--- config.mk ---
export PLATFORM = sky130hd
export DESIGN_NAME = greedy_graph_coloring
export DESIGN_NICKNAME = d
export VERILOG_FILES = /design/src/design/gcol_pkg.sv /design/src/design/greedy_graph_coloring.sv
export SDC_FILE = /design/constraint.sdc
export NUM_CORES = 2
export LEC_CHECK = 0
export BUFFER_PORTS_ARGS = -buffer_cell sky130_fd_sc_hd__buf_2
export CORE_MARGIN = 4
export CORE_UTILIZATION = 30
export CTS_CLUSTER_DIAMETER = 120
export CTS_CLUSTER_SIZE = 12
export DETAILED_ROUTE_END_ITERATION = 12
export PLACE_DENSITY_LB_ADDON = 0.15
export SLEW_MARGIN = 20
export SYNTH_ARGS = -nofsm -noshare
export SYNTH_HDL_FRONTEND = slang
export SYNTH_SLANG_ARGS = --single-unit
--- constraint.sdc ---
create_clock -name clk -period 7.68 [get_ports clk]
set_input_delay 0.384 -clock clk [delete_from_list [all_inputs] [get_ports clk]]
set_output_delay 0.384 -clock clk [all_outputs]
set_load 0.005 [all_outputs]
--- src/design/gcol_pkg.sv ---
// Shared types and constants for the greedy graph coloring block.
package gcol_pkg;

  localparam int unsigned VID_W    = 5;
  localparam int unsigned COLOR_W  = 6;
  localparam int unsigned OP_W     = 2;
  localparam int unsigned STORE_D  = 32;

  typedef logic [VID_W-1:0]   vid_t;
  typedef logic [COLOR_W-1:0] color_t;
  typedef logic [STORE_D-1:0] row_t;

  typedef enum logic [OP_W-1:0] {
    OP_EDGE  = 2'd0,
    OP_COLOR = 2'd1,
    OP_CLEAR = 2'd2,
    OP_NONE  = 2'd3
  } op_t;

endpackage

--- src/design/greedy_graph_coloring.sv ---
// Greedy vertex coloring engine over a 32-row adjacency bit matrix.
//
// Input channel (in_valid/in_ready) carries one transaction per command:
//   edge  : set both adjacency bits of vertex_a and vertex_b, no result
//   clear : empty adjacency, colors and running max, no result
//   color : give vertex_a the smallest color from 1 up that no neighbor holds
//           (a colored vertex keeps its color); one result transaction.
// Vertices at or beyond the graph size, and the unused op code, are dropped
// without a result.
// Result channel (out_valid/out_ready) carries vertex_id, vertex_color and
// max_color. An already colored vertex answers straight after its lookup; an
// uncolored one goes through the lookup, a neighbor color scan over every
// vertex (one color memory read per cycle) and a free color search, eight
// candidates per cycle, before it answers.
// The block takes one transaction at a time; in_ready is low during an edge
// update and until a color result is taken. A stalled receiver holds the
// result steady. Reset (rst_n low, synchronous) empties the graph through
// per-row valid bits, so the block is ready on the first cycle after reset.
module greedy_graph_coloring #(
  parameter int unsigned MAX_VERTICES = 32
) (
  input  logic                          clk,
  input  logic                          rst_n,
  input  logic                          in_valid,
  output logic                          in_ready,
  input  logic [gcol_pkg::OP_W-1:0]     in_op,
  input  logic [gcol_pkg::VID_W-1:0]    in_vertex_a,
  input  logic [gcol_pkg::VID_W-1:0]    in_vertex_b,
  output logic                          out_valid,
  input  logic                          out_ready,
  output logic [gcol_pkg::VID_W-1:0]    out_vertex_id,
  output logic [gcol_pkg::COLOR_W-1:0]  out_vertex_color,
  output logic [gcol_pkg::COLOR_W-1:0]  out_max_color
);

  // Graph size and highest color tried.
  localparam int unsigned VCNT = (MAX_VERTICES < gcol_pkg::STORE_D) ?
                                 MAX_VERTICES : gcol_pkg::STORE_D;
  localparam int unsigned CLIM = (MAX_VERTICES < 63) ? MAX_VERTICES : 63;
  localparam int unsigned SD   = gcol_pkg::STORE_D;

  typedef enum logic [6:0] {
    S_IDLE  = 7'b0000001,
    S_EDGEA = 7'b0000010,
    S_EDGEB = 7'b0000100,
    S_LOOK  = 7'b0001000,
    S_SCAN  = 7'b0010000,
    S_PICK  = 7'b0100000,
    S_OUT   = 7'b1000000
  } state_t;

  state_t state_r, state_nxt;

  // Latched command.
  gcol_pkg::vid_t   a_r, b_r;
  gcol_pkg::color_t res_r, highest_r;

  // Adjacency memory and its row valid bits.
  gcol_pkg::row_t   adj_mem [SD];
  logic [SD-1:0]    adj_vld_r;
  gcol_pkg::row_t   adj_rd_r;
  logic             adj_rv_r;
  gcol_pkg::row_t   adj_q;
  gcol_pkg::vid_t   adj_ra, adj_wa;
  gcol_pkg::row_t   adj_wd;
  logic             adj_we;

  // Color memory and its entry valid bits.
  gcol_pkg::color_t col_mem [SD];
  logic [SD-1:0]    col_vld_r;
  gcol_pkg::color_t col_rd_r;
  logic             col_rv_r;
  gcol_pkg::color_t col_q;
  gcol_pkg::vid_t   col_ra;
  logic             col_we;

  // Scan and search datapath.
  gcol_pkg::row_t   nb_r;
  logic             pend_r;
  logic [5:0]       cnt_r;
  logic [63:0]      used_r;
  logic [2:0]       k_r;
  logic [7:0]       used_byte;
  logic             found;
  gcol_pkg::color_t pick;

  logic in_acc, a_in_range, b_in_range;

  assign in_ready  = (state_r == S_IDLE);
  assign out_valid = (state_r == S_OUT);
  assign in_acc    = in_valid && in_ready;

  assign out_vertex_id    = a_r;
  assign out_vertex_color = res_r;
  assign out_max_color    = highest_r;

  assign a_in_range = ({1'b0, in_vertex_a} < 6'(VCNT));
  assign b_in_range = ({1'b0, in_vertex_b} < 6'(VCNT));

  // Read addresses: the incoming vertex while idle, then the latched ones;
  // the color port walks every vertex during the scan.
  always_comb begin
    case (state_r)
      S_IDLE:  adj_ra = in_vertex_a;
      S_EDGEA: adj_ra = b_r;
      default: adj_ra = a_r;
    endcase
    case (state_r)
      S_IDLE:  col_ra = in_vertex_a;
      S_SCAN:  col_ra = cnt_r[gcol_pkg::VID_W-1:0];
      default: col_ra = a_r;
    endcase
  end

  // A row or entry never written since clear reads as zero.
  assign adj_q = adj_rv_r ? adj_rd_r : '0;
  assign col_q = col_rv_r ? col_rd_r : '0;

  // Edge update: OR the partner bit into row a, then into row b.
  assign adj_we = (state_r == S_EDGEA) || (state_r == S_EDGEB);
  assign adj_wa = (state_r == S_EDGEA) ? a_r : b_r;
  assign adj_wd = adj_q | (gcol_pkg::row_t'(1) << ((state_r == S_EDGEA) ? b_r : a_r));

  always_ff @(posedge clk) begin
    if (adj_we) begin
      adj_mem[adj_wa] <= adj_wd;
    end
    adj_rd_r <= adj_mem[adj_ra];
    adj_rv_r <= adj_vld_r[adj_ra];
  end

  // Free color search: eight candidates per cycle, lowest wins.
  assign used_byte = used_r[{k_r, 3'b000} +: 8];

  always_comb begin
    gcol_pkg::color_t idx;
    found = 1'b0;
    pick  = '0;
    idx   = '0;
    for (int j = 7; j >= 0; j--) begin
      idx = {k_r, 3'(j)};
      if (!used_byte[j] && (idx != '0) && ({1'b0, idx} <= 7'(CLIM))) begin
        found = 1'b1;
        pick  = idx;
      end
    end
  end

  assign col_we = (state_r == S_PICK) && found;

  always_ff @(posedge clk) begin
    if (col_we) begin
      col_mem[a_r] <= pick;
    end
    col_rd_r <= col_mem[col_ra];
    col_rv_r <= col_vld_r[col_ra];
  end

  // Sequencer.
  always_comb begin
    state_nxt = state_r;
    case (state_r)
      S_IDLE: begin
        if (in_acc) begin
          if ((in_op == gcol_pkg::OP_EDGE) && a_in_range && b_in_range) begin
            state_nxt = S_EDGEA;
          end else if ((in_op == gcol_pkg::OP_COLOR) && a_in_range) begin
            state_nxt = S_LOOK;
          end
        end
      end
      S_EDGEA: state_nxt = S_EDGEB;
      S_EDGEB: state_nxt = S_IDLE;
      S_LOOK:  state_nxt = (col_q != '0) ? S_OUT : S_SCAN;
      S_SCAN:  state_nxt = (cnt_r == 6'(SD)) ? S_PICK : S_SCAN;
      S_PICK:  state_nxt = (found || (k_r == 3'd7)) ? S_OUT : S_PICK;
      S_OUT:   state_nxt = out_ready ? S_IDLE : S_OUT;
      default: state_nxt = S_IDLE;
    endcase
  end

  // Control state.
  always_ff @(posedge clk) begin
    if (!rst_n) begin
      state_r   <= S_IDLE;
      adj_vld_r <= '0;
      col_vld_r <= '0;
      highest_r <= '0;
    end else begin
      state_r <= state_nxt;
      if (in_acc && (in_op == gcol_pkg::OP_CLEAR)) begin
        adj_vld_r <= '0;
        col_vld_r <= '0;
        highest_r <= '0;
      end
      if (adj_we) begin
        adj_vld_r[adj_wa] <= 1'b1;
      end
      if (col_we) begin
        col_vld_r[a_r] <= 1'b1;
        if (pick > highest_r) begin
          highest_r <= pick;
        end
      end
    end
  end

  // Datapath registers.
  always_ff @(posedge clk) begin
    case (state_r)
      S_IDLE: begin
        if (in_acc) begin
          a_r <= in_vertex_a;
          b_r <= in_vertex_b;
        end
      end
      S_LOOK: begin
        // Hold the neighbor row; a colored vertex answers at once.
        nb_r   <= adj_q;
        res_r  <= col_q;
        cnt_r  <= '0;
        pend_r <= 1'b0;
        used_r <= '0;
      end
      S_SCAN: begin
        // Read one color per cycle; mark it in the next cycle if a neighbor.
        pend_r <= nb_r[0];
        nb_r   <= nb_r >> 1;
        cnt_r  <= cnt_r + 6'd1;
        if ((cnt_r != '0) && pend_r) begin
          used_r[col_q] <= 1'b1;
        end
        k_r <= '0;
      end
      S_PICK: begin
        if (found) begin
          res_r <= pick;
        end else if (k_r == 3'd7) begin
          res_r <= '0;
        end else begin
          k_r <= k_r + 3'd1;
        end
      end
      default: begin
      end
    endcase
  end

endmodule

======== Word-level counts from Yosys, hierarchy flattened ========
Memories as Yosys holds them, arrays and structs flattened. A register that Yosys moved wholly into a read port is not among the register bits.
Cells that the tools add are included.
storage, ports and cells
  memories ................................ 2
  bits in registers ....................... 201
  output and inout port bits .............. 19
  input bits .............................. 16
  memory bits (writable) .................. 1216
memories
  memory   depth  width  rd ports  clocked after memory_dff  wr ports  RTL line                     RTL
  adj_mem  32     32     1         1                         1         greedy_graph_coloring.sv:59  gcol_pkg::row_t adj_mem [SD];
  col_mem  32     6      1         1                         1         greedy_graph_coloring.sv:69  gcol_pkg::color_t col_mem [SD];
operators by class
  bitwise gates (word level) .............. 4
  eq/ne operators ......................... 17
  shift operators ......................... 2
  $add $sub $neg .......................... 2
  reduce and logical (&&, ||, !) cells .... 38
  $lt $le $gt $ge ......................... 17
  muxes and demuxes ....................... 64
operator list
  cell                                                        count
  two-way mux 32 bit                                          7
  case mux 64 bit (2 select lines)                            1
  OR 32 bit                                                   3
  two-way mux 6 bit                                           15
  two-way mux 64 bit                                          1
  OR 64 bit                                                   1
  case mux 32 bit (2 select lines)                            1
  variable part select 64 x 7 -> 8 bit                        1
  <= comparator 6 bit, second input constant                  8
  two-way mux 7 bit                                           6
  case mux 7 bit (6 select lines)                             1
  left shift 1 x 5 -> 32 bit, first input constant            1
  less-than comparator 5 x 6 -> 1 bit, second input constant  4
  case mux 6 bit (2 select lines)                             2
  case mux 5 bit (2 select lines)                             2
  two-way mux 1 bit                                           17
  logical AND 1 bit                                           16
  nonzero test 6 bit                                          2
  binary-select mux 1 bit (select 5 bit)                      2
  demux 1 bit (select 5 bit)                                  2
  >= comparator 5 x 1 -> 1 bit, second input constant         2
  two-way mux 5 bit                                           2
  logical NOT 1 bit                                           8
  AND reduction 2 bit                                         4
  29 further kinds                                            35

======== Longest topological paths before layout ========
  depth in word-level cells ............... 14
  gate-level depth with buffers ........... 17
  gate-level depth less buffers ........... 15

======== Least setup slack after synthesis ========
Ideal clock, no wire load.
  path type ............................... register to register
  start point ............................. reg state_r[4]
  end point ............................... mem adj_mem[5][0] in the netlist's numbering (enable)
  clock period less this slack ............ 4.844 ns
  data required time ...................... 7.217 ns
  stages on the path, launching flop included .. 10
  library setup time ...................... 0.463 ns
  arrival ................................. 4.381 ns
  path slack .............................. 2.836 ns
  cells stage by stage .................... dfxtp_1 buf_6 or3_1 buf_2 or4_1 clkbuf_2 clkbuf_1 o21ai_0 nand2_1 nor3_1
on the way
  word-level cells in the longest chain between the ends .. 4
  elaborated cells between the ends (all ways) .. 6
  those cells by class .................... eq/ne (2); mux (3); reduce/logical (1)
RTL lines
  element                                                                              RTL line                                                    RTL
  start: declaration                                                                   greedy_graph_coloring.sv:52                                 state_t state_r, state_nxt;
  start signal: assignment                                                             greedy_graph_coloring.sv:190                                state_r <= state_nxt;
  equality test 7 x 2 -> 1 bit / equality test 7 x 3 -> 1 bit (equally long branches)  greedy_graph_coloring.sv:120, greedy_graph_coloring.sv:121
  logical OR 1 bit                                                                     greedy_graph_coloring.sv:120                                assign adj_we = (state_r == S_EDGEA) || (state_r == S_EDGEB);
  two-way mux 1 bit                                                                    greedy_graph_coloring.sv:125                                if (adj_we) begin
  two-way mux 1 bit (not written as such)                                              greedy_graph_coloring.sv:126                                adj_mem[adj_wa] <= adj_wd;
  end: declaration                                                                     greedy_graph_coloring.sv:59
Several ways; a longest one is shown, not always the timed one.

======== Worst setup path in the final report ========
  start point ............................. reg state_r[4]
  end point ............................... mem adj_mem[16][31] in the netlist's numbering (enable)
The elaborated chain is that of the path after synthesis.

==> impl_metrics.py <==
metrics = {
    "cts": {
        "cts_sinks": 1427,
        "cts_max_level": 4,
        "cts_inserted_buffers": 136,
        "clk_pin_slew_ps": 60,
        "root_buffer": "clkbuf_16",
        "cts_tree": "built",
        "clk_latency_ps": 780,
        "cts_resized": 0,
        "ctsLongestPathBuffers": 3,
    },
    "synthesis": {
        "syn_area_per_cell_um2": 13.0,
        "synthDominantCellAreaShare_pct": 68.5,
        "yosys.area.top_type": "edfxtp_1",
        "synthArstFlopShare_pct": 0,
        "ys.flop_type": "edfxtp_1",
        "yosys_warnings": 0,
        "synth_area_um2": 57400,
        "synth_enable_flop_cells": 1310,
        "synth.distinct_cells": 68,
        "syn_inst": 4409,
        "yosysSeqAreaShare_pct": 72.6,
        "synth.net_count": 4436,
        "synth.area.top_cells": "edfxtp_1 69%, nand2_1 7.4%, dfxtp_1 4.1%",
        "ys_seq_elements": 1427,
    },
    "critical_path": {
        "rr_worst_depth": 6,
        "cp_num_cells": 6,
        "crit_family": "simple AND/OR/NAND/NOR gates",
        "worstPathArrival_ps": 5250,
        "start_kind": "flop",
        "endpoint": "adj_mem[16][31]",
        "cp-startpoint": "state_r[4]",
        "r2r_end": "adj_mem[16][31]",
        "critPathMaxStageDelay_ps": 910,
        "cp_slowest_cell": "nor2_4",
        "cp_cell_sequence": "or3_1 -> or4_1 -> mux2i_1 -> nand2_1 -> nor2_4 -> buf_4",
        "critPathBufInv": 1,
        "required_ps": 8100,
        "end_kind": "flop",
        "critPathKind": "reg2reg",
        "worstReg2RegStart": "state_r[4]",
        "r2r_setup_slack_ps": 2850,
        "critPathMaxFanout": 24,
    },
    "sta": {
        "maxSlewHeadroom_pct": 13.6,
        "maxSlewViolCount": 0,
        "finalHoldViolations": 0,
        "rsz0062_at_grt": "no",
        "setup_violations": 0,
        "hold_ws_ps": 133,
        "min_period_over_period_pct": 62.9,
        "tns_ps": 0,
        "fin_crit_ps": 4830,
        "tightest_slew_ps": 1300,
        "setup_slack_ps": 2850,
        "max_clock_freq_mhz": 207,
        "clock-skew-final_ps": 25.3,
    },
    "pwr": {
        "peakVddDrop_mv": 0.205,
        "p_int_mw": 13.8,
        "leakage_nw": 21.8,
        "clkPwrFrac_pct": 32.1,
        "seq_power_share_pct": 48.6,
        "p_per_area_nw_per_um2": 304,
        "p_comb_share_pct": 19.3,
        "power.switching_mw": 5.99,
        "switching_share_pct": 30.2,
    },
    "routing": {
        "remaining_drc_errors": 0,
        "first_pass_iters": 5,
        "drt-wirelength-per-cell_um": 25.7,
        "viasPerCell": 5.08,
        "postRouteAntennaNets": 0,
        "drt-total-wl_um": 181000,
        "vias": 35800,
        "drt_iter0_drc": 3287,
    },
    "floorplanning": {
        "dieArea_um2": 198000,
        "start_util_pct": 30.2,
        "core_area_um2": 190000,
        "die_w_um": 445,
        "ios": 35,
        "fp.dieH_um": 445,
        "fp-row-count": 160,
    },
    "global_routing": {
        "grt_pass1_vias": 34400,
        "grt_pass1_wl_um": 258000,
        "grt_start_max_net_pins": 177,
        "antenna_found_initial": 4,
        "grt_usage_pct": 17.9,
        "grt-ovfl-total": 0,
    },
    "job": {
        "cap_violations": 0,
    },
    "cells_and_area": {
        "fin_util_pct": 34.3,
        "layout_common_cells": "1,310 x edfxtp_1, 1,123 x nand2_1, 329 x nand3_1, 258 x a21oi_1, 141 x clkbuf_16",
        "drive_above_1_share_pct": 10.3,
        "final_common_cell": "edfxtp_1",
        "fin_nets": 4469,
        "area_growth_syn_to_layout_pct": 13.7,
        "fillers": 18600,
    },
    "placed_design": {
        "port_buffers": 34,
        "dp_hpwl_um": 98100,
        "place.gp.congestion": 0.780,
        "dp_slack_ps": 2550,
    },
    "hold_path": {
        "hold_class": "in2reg",
    },
    "outcome": {
        "status": "finished clean",
    },
}
-- how the worst min path moves through the flow --
stage                  startpoint             to  slack (ps)  depth (start not counted)
floorplan           adj_vld_r[11]  adj_vld_r[11]         480                          2
global placement    adj_vld_r[25]  adj_vld_r[25]         490                          2
detailed placement  adj_vld_r[10]  adj_vld_r[10]         500                          2
CTS                      in_op[1]     state_r[3]          30                          4
global route             in_op[1]     state_r[3]         100                          4
finish                   in_op[1]     state_r[3]         130                          4
-- cell usage after synthesis, drive strengths merged, types with 3 or more instances --
cell    number
nor3        15
nor3b        6
a21oi      263
or2          8
o22ai       38
o21ai       84
a21boi       3
a32o        13
ha          11
clkbuf     137
a211oi       3
o21a        44
o211ai      37
or3         42
a221oi       4
o31ai        7
nand3      353
nor2       141
a32oi       67
mux2i      128
nor4        52
nand2b       8
and3        47
a31oi       45
xnor2        4
and2        47
edfxtp    1310
a221o        3
dfxtp      117
inv         28
mux4        17
xor2         3
nor2b       37
nand2     1126
nand3b       3
o31a         4
buf        130
-- per-layer routing --
layer	routed length [um]	global-route usage, %	vias up	share of wire (%)
met2	81800	27.6	1000	45
met3	10600	3.21	230	5.9
met1	84700	25.9	18300	47
met4	4180	5.10	0	2.3
met5	0	0	-	0
li1	-	-	16300	-
-- stage by stage --
| stage | instances | cell area [um^2] | power (mW) |
|---|---|---|---|
| final | 7058 | 65300 | 19.8 |
| after global routing | 7057 | 65300 | 20.7 |
| after CTS | 7054 | 65200 | 20.1 |
| after detailed placement | 6800 | 61100 | 13.7 |
| after global placement | 6798 | 61000 | 13.7 |
| after floorplan | 4409 | 57400 | 12.1 |
-- state kept, by name, indices dropped and copies added, names as in the netlist, 7 cells and up --
name and cells:
col_mem 192, col_vld_r 32, adj_mem 1024, adj_rd_r 32, state_r 7, adj_vld_r 32
nb_r 32, used_r 36
-- power groups by stage --
stage	Clock, mW	Sequential [mW]	Combinational (mW)
3_3_place_gp	0	9.83	3.83
6_report	6.37	9.64	3.83
2_1_floorplan	0	9.72	2.37
5_1_grt	6.83	9.65	4.21
3_5_place_dp	0	9.81	3.87
4_1_cts	6.53	9.65	3.88
-- timing repair --
item                       in CTS  in global routing
buffers inserted                0                  0
hold buffers                   13                  0
setup endpoints to repair       0                  0
hold endpoints to repair       13                  0
-- layout make-up --
| cell class | instances | area, um^2 | share of cell area, % |
|---|---|---|---|
| Sequential cell | 1427 | 41700 | 63.9 |
| Timing Repair Buffer | 162 | 1320 | 2.02 |
| Tap cell | 2511 | 3140 | 4.81 |
| Inverter | 29 | 109 | 0.167 |
| Clock inverter | 9 | 93.8 | 0.144 |
| Multi-Input combinational cell | 2686 | 15000 | 23.1 |
| Clock buffer | 232 | 3870 | 5.93 |
| Antenna cell | 2 | 5.00 | 0.00767 |
-- kinds of logic after synthesis --
logic type / after synthesis / share of synthesized area [%]
compound gates: 629 / 6.89
buf+inv: 296 / 2.28
mux: 145 / 2.92
fa+ha+maj: 11 / 0.240
xor+xnor: 7 / 0.107
simple gates: 1894 / 15.0
flops: 1427 / 72.6
-- tightest hold or removal path, delay by kind of cell --
| kind | cells | cell delay [ps] |
|---|---|---|
| buffers and inverters | 1 | 140 |
| muxes | 1 | 140 |
| and+or+nand+nor | 2 | 200 |
No activity file was read; power rests on OpenSTA's default activity.
